===== config.mk =====
export PLATFORM = sky130hd
export DESIGN_NAME = multi_channel_soft_timer_bank_flat
export DESIGN_NICKNAME = d
export VERILOG_FILES = /design/src/mstb_pkg.sv /design/src/mstb_if.sv /design/src/multi_channel_soft_timer_bank.sv /design/src/mstb_timer_lane.sv /design/src/flat_wrapper.sv
export SDC_FILE = /design/constraint.sdc
export NUM_CORES = 1
export LEC_CHECK = 0
export BUFFER_PORTS_ARGS = -buffer_cell sky130_fd_sc_hd__buf_2
export CORE_UTILIZATION = 30
export CTS_BUF_LIST = sky130_fd_sc_hd__clkbuf_4
export DETAILED_ROUTE_END_ITERATION = 16
export PLACE_DENSITY = 0.56
export SYNTH_ARGS = -nofsm -noshare
export SYNTH_HDL_FRONTEND = slang
export SYNTH_SLANG_ARGS = --single-unit

===== constraint.sdc =====
create_clock -name clk_i -period 2.9 [get_ports clk_i]
set_input_delay 0.145 -clock clk_i [delete_from_list [all_inputs] [get_ports clk_i]]
set_output_delay 0.145 -clock clk_i [all_outputs]
set_load 0.05 [all_outputs]

===== src/mstb_pkg.sv =====
// ----------------------------------------------------------------------------
// mstb_pkg: shared types and constants for the soft timer bank
// Field widths, command codes and the per-timer control bundle.
// ----------------------------------------------------------------------------
`default_nettype none

package mstb_pkg;

  localparam int NumTimers = 8;   // timers built, 1..8
  localparam int MapW      = 8;   // width of the done / active maps
  localparam int IdxW      = 3;
  localparam int TicksW    = 15;  // delay and elapsed fields
  localparam int CountW    = 16;  // count and reload storage

  localparam logic [MapW-1:0] DoneResetMap = 8'hff;

  typedef enum logic [1:0] {
    ModeTick    = 2'd0,
    ModeOneShot = 2'd1,
    ModeRecur   = 2'd2,
    ModeArm     = 2'd3
  } mode_e;

  typedef struct packed {
    logic tick;      // subtract elapsed, reload on expiry
    logic load_cnt;  // count <= delay
    logic load_rld;  // reload <= delay
  } lane_ctrl_t;

endpackage : mstb_pkg

`default_nettype wire


===== src/mstb_if.sv =====
// ----------------------------------------------------------------------------
// mstb_if: command and result channels of the soft timer bank
// Valid/ready channels; a transfer happens when valid and ready are high.
// ----------------------------------------------------------------------------
`default_nettype none

interface mstb_cmd_if;
  logic                        valid;
  logic                        ready;
  logic [1:0]                  mode;
  logic [mstb_pkg::IdxW-1:0]   timer_index;
  logic [mstb_pkg::TicksW-1:0] delay_ticks;
  logic [mstb_pkg::TicksW-1:0] elapsed_ticks;

  modport source (output valid, mode, timer_index, delay_ticks, elapsed_ticks,
                  input ready);
  modport sink (input valid, mode, timer_index, delay_ticks, elapsed_ticks,
                output ready);
endinterface : mstb_cmd_if

interface mstb_res_if;
  logic                      valid;
  logic                      ready;
  logic [mstb_pkg::MapW-1:0] done_map;
  logic [mstb_pkg::MapW-1:0] active_map;
  logic                      selected_done;

  modport source (output valid, done_map, active_map, selected_done,
                  input ready);
  modport sink (input valid, done_map, active_map, selected_done,
                output ready);
endinterface : mstb_res_if

`default_nettype wire


===== src/multi_channel_soft_timer_bank.sv =====
// ----------------------------------------------------------------------------
// multi_channel_soft_timer_bank: eight countdown timers, one-shot or periodic
// Command-driven timer bank reporting done and active maps per command.
// ----------------------------------------------------------------------------
// Usage:
//   cmd_i carries one command per transfer: tick (subtract elapsed_ticks from
//   every running timer), start one-shot (zero delay stops the timer), start
//   recurring, or arm (clear a done bit). res_o returns one result per
//   command: the done and active maps after the update and the done bit of
//   the addressed timer.
//   A command transfer is captured in the command register; the update runs
//   from there and lands in the result register, which drives res_o.
//   Throughput is one command per cycle while res_o is not stalled; the whole
//   update is a single pass through eight parallel compare/subtract lanes.
//   A stalled res_o holds its result; the command register still takes one
//   more command, after which cmd_i.ready drops until the result is taken.
//   Reset clears all running timers and sets every done bit; count and
//   reload values are undefined until a start command writes them.
// ----------------------------------------------------------------------------
`default_nettype none

module multi_channel_soft_timer_bank (
  input  wire logic   clk_i,
  input  wire logic   rst_ni,
  mstb_cmd_if.sink    cmd_i,
  mstb_res_if.source  res_o
);

  localparam int N = mstb_pkg::NumTimers;
  localparam int W = mstb_pkg::MapW;

  // command register
  logic                        cmd_vld_q;
  mstb_pkg::mode_e             mode_q;
  logic [mstb_pkg::IdxW-1:0]   idx_q;
  logic [mstb_pkg::TicksW-1:0] delay_q;
  logic [mstb_pkg::TicksW-1:0] elapsed_q;

  // timer state
  logic [W-1:0] done_q, done_d;
  logic [W-1:0] active_q, active_d;
  logic [W-1:0] recur_q, recur_d;

  // result register
  logic         res_vld_q;
  logic [W-1:0] res_done_q, res_active_q;
  logic         res_sel_q;

  logic         advance;
  logic         cmd_take;
  logic         idx_ok;
  logic         do_tick;
  logic [W-1:0] sel_oh;
  logic [W-1:0] expired;

  mstb_pkg::lane_ctrl_t lane_ctrl [N];

  assign advance  = cmd_vld_q && (!res_vld_q || res_o.ready);
  assign cmd_i.ready = !cmd_vld_q || advance;
  assign cmd_take = cmd_i.valid && cmd_i.ready;

  assign idx_ok  = {1'b0, idx_q} < (mstb_pkg::IdxW+1)'(N);
  assign sel_oh  = idx_ok ? (W'(1) << idx_q) : '0;
  assign do_tick = (mode_q == mstb_pkg::ModeTick) && (elapsed_q != '0);

  always_ff @(posedge clk_i or negedge rst_ni) begin
    if (!rst_ni) begin
      cmd_vld_q <= 1'b0;
    end else if (cmd_i.ready) begin
      cmd_vld_q <= cmd_i.valid;
    end
  end

  always_ff @(posedge clk_i) begin
    if (cmd_take) begin
      mode_q    <= mstb_pkg::mode_e'(cmd_i.mode);
      idx_q     <= cmd_i.timer_index;
      delay_q   <= cmd_i.delay_ticks;
      elapsed_q <= cmd_i.elapsed_ticks;
    end
  end

  // per-timer lanes
  for (genvar t = 0; t < W; t++) begin : g_lane
    if (t < N) begin : g_on
      always_comb begin
        lane_ctrl[t].tick     = advance && do_tick && active_q[t];
        lane_ctrl[t].load_cnt = advance && sel_oh[t] &&
                                (((mode_q == mstb_pkg::ModeOneShot) && (delay_q != '0)) ||
                                 (mode_q == mstb_pkg::ModeRecur));
        lane_ctrl[t].load_rld = advance && sel_oh[t] && (mode_q == mstb_pkg::ModeRecur);
      end

      mstb_timer_lane u_lane (
        .clk_i     (clk_i),
        .ctrl_i    (lane_ctrl[t]),
        .delay_i   (delay_q),
        .elapsed_i (elapsed_q),
        .expired_o (expired[t])
      );
    end else begin : g_off
      assign expired[t] = 1'b0;
    end
  end

  always_comb begin
    done_d   = done_q;
    active_d = active_q;
    recur_d  = recur_q;
    if (advance) begin
      unique case (mode_q)
        mstb_pkg::ModeTick: begin
          if (do_tick) begin
            for (int t = 0; t < N; t++) begin
              if (active_q[t] && expired[t]) begin
                done_d[t] = 1'b1;
                if (!recur_q[t]) active_d[t] = 1'b0;
              end
            end
          end
        end
        mstb_pkg::ModeOneShot: begin
          recur_d = recur_q & ~sel_oh;
          if (delay_q != '0) begin
            done_d   = done_q & ~sel_oh;
            active_d = active_q | sel_oh;
          end else begin
            done_d   = done_q | sel_oh;
            active_d = active_q & ~sel_oh;
          end
        end
        mstb_pkg::ModeRecur: begin
          active_d = active_q | sel_oh;
          recur_d  = recur_q | sel_oh;
        end
        mstb_pkg::ModeArm: begin
          done_d = done_q & ~sel_oh;
        end
      endcase
    end
  end

  always_ff @(posedge clk_i or negedge rst_ni) begin
    if (!rst_ni) begin
      done_q   <= mstb_pkg::DoneResetMap;
      active_q <= '0;
      recur_q  <= '0;
    end else begin
      done_q   <= done_d;
      active_q <= active_d;
      recur_q  <= recur_d;
    end
  end

  always_ff @(posedge clk_i or negedge rst_ni) begin
    if (!rst_ni) begin
      res_vld_q <= 1'b0;
    end else if (advance) begin
      res_vld_q <= 1'b1;
    end else if (res_o.ready) begin
      res_vld_q <= 1'b0;
    end
  end

  always_ff @(posedge clk_i) begin
    if (advance) begin
      res_done_q   <= done_d;
      res_active_q <= active_d;
      res_sel_q    <= done_d[idx_q];
    end
  end

  assign res_o.valid         = res_vld_q;
  assign res_o.done_map      = res_done_q;
  assign res_o.active_map    = res_active_q;
  assign res_o.selected_done = res_sel_q;

  // a recurring timer is always running
  a_recur_active: assert property (@(posedge clk_i) disable iff (!rst_ni)
    (recur_q & ~active_q) == '0)
    else $error("recurring flag set on an idle timer");

  // a tick never clears a done bit
  a_tick_keeps_done: assert property (@(posedge clk_i) disable iff (!rst_ni)
    advance && (mode_q == mstb_pkg::ModeTick) |=> (done_q & $past(done_q)) == $past(done_q))
    else $error("tick cleared a done bit");

  // a tick of zero ticks changes nothing
  a_zero_tick: assert property (@(posedge clk_i) disable iff (!rst_ni)
    advance && (mode_q == mstb_pkg::ModeTick) && (elapsed_q == '0)
    |=> $stable(active_q) && $stable(done_q))
    else $error("zero-length tick changed timer state");

  // result register loads only from a completed update
  a_res_from_cmd: assert property (@(posedge clk_i) disable iff (!rst_ni)
    $rose(res_vld_q) |-> $past(cmd_vld_q))
    else $error("result without a command");

endmodule : multi_channel_soft_timer_bank

`default_nettype wire


===== src/mstb_timer_lane.sv =====
// ----------------------------------------------------------------------------
// mstb_timer_lane: count and reload storage of one timer
// Loads on start commands, counts down on ticks and flags expiry.
// ----------------------------------------------------------------------------
`default_nettype none

module mstb_timer_lane (
  input  wire logic                        clk_i,
  input  wire mstb_pkg::lane_ctrl_t        ctrl_i,
  input  wire logic [mstb_pkg::TicksW-1:0] delay_i,
  input  wire logic [mstb_pkg::TicksW-1:0] elapsed_i,
  output logic                             expired_o
);

  logic [mstb_pkg::CountW-1:0] count_q, count_d;
  logic [mstb_pkg::CountW-1:0] reload_q, reload_d;
  logic [mstb_pkg::CountW-1:0] elapsed_ext;

  assign elapsed_ext = {1'b0, elapsed_i};

  // count is signed: negative or not above elapsed means expired
  assign expired_o = count_q[mstb_pkg::CountW-1] || (count_q <= elapsed_ext);

  always_comb begin
    count_d  = count_q;
    reload_d = reload_q;
    if (ctrl_i.load_cnt) begin
      count_d = {1'b0, delay_i};
    end else if (ctrl_i.tick) begin
      count_d = expired_o ? reload_q : (count_q - elapsed_ext);
    end
    if (ctrl_i.load_rld) begin
      reload_d = {1'b0, delay_i};
    end
  end

  always_ff @(posedge clk_i) begin
    count_q  <= count_d;
    reload_q <= reload_d;
  end

endmodule : mstb_timer_lane

`default_nettype wire

===== src/flat_wrapper.sv =====
// flat-port wrapper written by rule: the top's interface ports become plain ports
module multi_channel_soft_timer_bank_flat 
  (clk_i, rst_ni, cmd_i_valid, cmd_i_mode, cmd_i_timer_index, cmd_i_delay_ticks, cmd_i_elapsed_ticks, cmd_i_ready, res_o_valid, res_o_done_map, res_o_active_map, res_o_selected_done, res_o_ready);
  mstb_cmd_if cmd_i_i ();
  mstb_res_if res_o_i ();
  input  wire logic clk_i;
  input  wire logic rst_ni;
  input wire logic [$bits(cmd_i_i.valid)-1:0] cmd_i_valid;
  input wire logic [$bits(cmd_i_i.mode)-1:0] cmd_i_mode;
  input wire logic [$bits(cmd_i_i.timer_index)-1:0] cmd_i_timer_index;
  input wire logic [$bits(cmd_i_i.delay_ticks)-1:0] cmd_i_delay_ticks;
  input wire logic [$bits(cmd_i_i.elapsed_ticks)-1:0] cmd_i_elapsed_ticks;
  output wire logic [$bits(cmd_i_i.ready)-1:0] cmd_i_ready;
  output wire logic [$bits(res_o_i.valid)-1:0] res_o_valid;
  output wire logic [$bits(res_o_i.done_map)-1:0] res_o_done_map;
  output wire logic [$bits(res_o_i.active_map)-1:0] res_o_active_map;
  output wire logic [$bits(res_o_i.selected_done)-1:0] res_o_selected_done;
  input wire logic [$bits(res_o_i.ready)-1:0] res_o_ready;
  assign cmd_i_i.valid = cmd_i_valid;
  assign cmd_i_i.mode = cmd_i_mode;
  assign cmd_i_i.timer_index = cmd_i_timer_index;
  assign cmd_i_i.delay_ticks = cmd_i_delay_ticks;
  assign cmd_i_i.elapsed_ticks = cmd_i_elapsed_ticks;
  assign cmd_i_ready = cmd_i_i.ready;
  assign res_o_valid = res_o_i.valid;
  assign res_o_done_map = res_o_i.done_map;
  assign res_o_active_map = res_o_i.active_map;
  assign res_o_selected_done = res_o_i.selected_done;
  assign res_o_i.ready = res_o_ready;
  multi_channel_soft_timer_bank u_core (.clk_i(clk_i), .rst_ni(rst_ni), .cmd_i(cmd_i_i), .res_o(res_o_i));
endmodule

==> reports/summary.md <==
* 5,884 — number of fillers in the final layout
* 0.4273 mV — worst supply voltage drop on vdd
* sky130_fd_sc_hd__clkbuf_4 — clock root cell
* 1,990 — synthesized net count
* 58 — I/O Pins
* 1,208 — DRT iter0 DRCs
* 76 — Unique masters post-synth
* 7 — count of TritonRoute iterations in the first routing pass
* 3590 ps — signal arrival time at the worst endpoint
* 96,590 um — global-route wire length before repair
* 2,555 — Final nets
* 65,560 um — final wirelength
* 19.85 um — Routed WL per cell
* 0 — Max Cap Viol
* 0.3321 — ratio of cells with drive above 1 in the final layout
* 0.07975 — ys async rst share
* 30 — largest net degree at the start of global routing
* sky130_fd_sc_hd__edfxtp_1 — predominant post-synthesis flop cell
* 40.25% — area growth from synthesis to final layout
* 0.3060 — Starting Density
* 0.4292 — utilization of the core after routing
* 0.5041 — sequential-to-total area share from yosys stat
* true — RSZ-0062 raised after global routing
* 57 — IO Port Bufs
* flip-flop — critical path endpoint category
* 19,020 um2 — total standard cell area after synthesis
* 0.3082 — Max transition margin
* 1034 ps — measured slew at the worst slew-check pin
* 93.57 ps — clock skew after layout
* negative setup slack — failing checks
* reg2reg — critical path class
* 5 — maximum fanout count along the critical path
* sky130_fd_sc_hd__edfxtp_1 — cell type with the highest aggregate area in the netlist
* 1,819 — post-synthesis cell count
* 3 — worst-case clock buffer depth
* 1.036 — part of the cycle the worst path needs
* 292 — Post-synth EDFFs
* 70 ps — clock transition time at the flip-flop clock pins of the worst setup and hold paths
* 0 — count of warnings emitted by yosys
* 14.78 mW — post-layout power
* 16.90k — via count of the first global-routing pass
* 332.8 MHz — Max Clk Rate
* flip-flop — kind of start point of the critical path
* 5.094 — via density per instance
* 19 — final count of negative-setup-slack endpoints
* 0 — number of slew-limit violations in the final report
* 870 ps — clk_lat worst skew
* 0.4609 — area share of the largest cell type after synthesis
* built — clock tree from TritonCTS
* 253.8 um — Chip Height
* 10.46 um2 — post-synthesis average cell area
* 0.9279 — final weighted congestion of routability-driven global placement
* 0.1998 — total routing usage reported by global routing
* 62,170 um2 — area of the core region
* 64,420 um2 — Die Footprint
* -104.9 ps — crit path setup slack, layout
* 253.8 um — die width
* 3 — H-tree Lvls
* 0 — grt total ovfl
* 326 — TritonCTS Sinks
* -626.6 ps — sum of negative setup slack
* 16.83k — total via count after detailed routing
* 2 — antenna violations before repair
* in2reg — kind of path behind the tightest hold check
* 44,040 um — HPWL reported at the end of detailed placement
* 0 — DRC viols
* finished, violations left — run status
* 94 — number of buffers inserted during clock tree synthesis
* 91 — number of standard-cell rows in the floorplan
* sky130_fd_sc_hd__edfxtp_1 46%, sky130_fd_sc_hd__ha_1 8.2%, sky130_fd_sc_hd__o21ai_0 4.4% — biggest area contributors in the synthesized netlist
* 3480 ps — required time of the worst setup path
* 3005 ps — shortest period the worst path allows
* 0 — DRT antenna net count
* 553.9 nW/um2 — pwr/cell area
* 0 — final-report hold violation count
* 326 — Synth Register Bits
* 10.56 nW — LEAKAGE
kinds of logic (layout without fill, tap and decap cells):
logic type                 after synthesis  in the layout  share of synthesized area
other                                    0              3                          0
buffers and inverters                  126            770                    0.02723
muxes                                   76             76                    0.04025
DFF                                    326            326                     0.5041
adders and majority gates              132            132                    0.08998
xor gates and xnor gates                91             91                    0.04190
and+or+nand+nor                        569            569                     0.1367
AOI/OAI and AO/OA                      499            499                     0.1599
cells in the final DEF (no fill, tap or decap), types with 15 or more instances in the layout:
cell type	count
sky130_fd_sc_hd__nand3_1	28
sky130_fd_sc_hd__a21oi_2	21
sky130_fd_sc_hd__clkbuf_4	148
sky130_fd_sc_hd__o21a_1	17
sky130_fd_sc_hd__edfxtp_1	292
sky130_fd_sc_hd__a21oi_1	115
sky130_fd_sc_hd__nor2_1	164
sky130_fd_sc_hd__nor3_1	25
sky130_fd_sc_hd__ha_1	92
sky130_fd_sc_hd__dfrtp_1	18
sky130_fd_sc_hd__xnor2_1	59
sky130_fd_sc_hd__nor2b_1	15
sky130_fd_sc_hd__dlygate4sd3_1	75
sky130_fd_sc_hd__o21ai_1	30
sky130_fd_sc_hd__inv_1	47
sky130_fd_sc_hd__mux2i_1	72
sky130_fd_sc_hd__buf_12	21
sky130_fd_sc_hd__buf_4	341
sky130_fd_sc_hd__o21ai_0	135
sky130_fd_sc_hd__buf_6	31
sky130_fd_sc_hd__xor2_1	31
sky130_fd_sc_hd__clkinv_1	21
sky130_fd_sc_hd__nand2_1	201
sky130_fd_sc_hd__ha_4	26
sky130_fd_sc_hd__nand4_1	22
sky130_fd_sc_hd__buf_2	57
sky130_fd_sc_hd__nand2b_1	20
sky130_fd_sc_hd__a21o_1	37
worst paths after layout:
check,slack (ps),to,startpoint,cells after the start
setup / recovery,-100,u_core.res_o.selected_done$_DFFE_PP_,u_core.elapsed_q[0]$_DFFE_PP_,12
hold / removal,70,u_core.elapsed_q[7]$_DFFE_PP_,cmd_i_elapsed_ticks[7],2
setup reg to reg,-100,u_core.res_o.selected_done$_DFFE_PP_,u_core.elapsed_q[0]$_DFFE_PP_,12
hold reg to reg,470,u_core.g_lane[2].g_on.u_lane.count_q[15]$_SDFFE_PP0P_,u_core.g_lane[2].g_on.u_lane.count_q[15]$_SDFFE_PP0P_,2
max in group asynchronous,960,u_core.active_q[0]$_DFF_PN0_,rst_ni,4
min in group asynchronous,460,u_core.done_q[3]$_DFF_PN1_,rst_ni,3
cells in the mapped netlist, drive strengths merged, types with 9 or more instances:
master,number
a211oi,25
ha,124
nor2b,20
and2,9
clkbuf,41
xnor2,60
o211ai,14
nand4,22
mux2i,72
o311ai,9
nand2,207
nor2,176
o21ai,173
o31a,9
nand2b,25
inv,59
buf,25
dfrtp,18
or3,9
a21o,37
xor2,31
nor3,31
a21oi,140
o21a,18
edfxtp,292
a31oi,15
nand3,33
sequential cells by signal, summed over array words and instances (netlist names), 8 cells and up, named ones only:
| register | count |
|---|---|
| u_core.g_lane.g_on.u_lane.reload_q | 120 |
| u_core.res_o.done_map | 8 |
| u_core.g_lane.g_on.u_lane.count_q | 128 |
| u_core.delay_q | 15 |
| u_core.done_q | 8 |
| u_core.res_o.active_map | 8 |
| u_core.elapsed_q | 15 |
| u_core.active_q | 8 |
cell type report:
class                           instances  area (um2)  area share
Antenna cell                            3       7.507   0.0002814
Clock buffer                          147        1104     0.04136
Clock inverter                         28       126.4    0.004737
Inverter                               60       246.5    0.009239
Multi-Input combinational cell       1367       10030      0.3760
Sequential cell                       326        9589      0.3594
Tap cell                              837        1047     0.03925
Timing Repair Buffer                  535        4528      0.1697
report_power, final:
part / switching, mW / internal [mW] / leakage [nW]
Combinational: 2.37 / 2.06 / 6.78
Sequential: 0.256 / 5.59 / 3.05
Clock: 2.19 / 2.31 / 0.737
through the flow:
| stage | instances | setup WS [ps] | hold slack [ps] | instance area, um2 |
|---|---|---|---|---|
| final | 3303 | -104.9 | 66.24 | 26680 |
| after global routing | 3301 | -180.2 | 25.01 | 26670 |
| after CTS | 3272 | -76.84 | 22.57 | 25590 |
| after detailed placement | 2993 | -367.2 | 223.4 | 22900 |
| after global placement | 2993 | -356.4 | 204.7 | 22900 |
| after floorplan | 1819 | -0.1417 | -150.6 | 19040 |
per-layer routing:
layer	GRT usage	share of wire	up-vias
met3	0.04548	0.067	168
met5	0	0	-
met1	0.2546	0.43	8073
li1	-	-	7949
met2	0.3235	0.46	637
met4	0.08606	0.040	0
critical path, cell delays in order (launching register included):
cell	delay (ps)
sky130_fd_sc_hd__edfxtp_1	470
sky130_fd_sc_hd__ha_2	240
sky130_fd_sc_hd__fa_2	360
sky130_fd_sc_hd__nand2b_4	160
sky130_fd_sc_hd__a211oi_2	190
sky130_fd_sc_hd__buf_4	170
sky130_fd_sc_hd__o311ai_4	100
sky130_fd_sc_hd__a21boi_2	190
sky130_fd_sc_hd__o31ai_4	110
sky130_fd_sc_hd__buf_12	160
sky130_fd_sc_hd__a31o_4	260
sky130_fd_sc_hd__a211oi_4	230
sky130_fd_sc_hd__nor4_2	70
repair_timing:
item	4_1_cts	5_1_grt
pin swaps	34	84
resized for setup	108	180
buffers inserted	31	28
gates cloned	1	4
setup endpoints to repair	120	200
hold endpoints to repair	86	0
hold buffers	75	0
No activity file was read; power rests on OpenSTA's default activity.
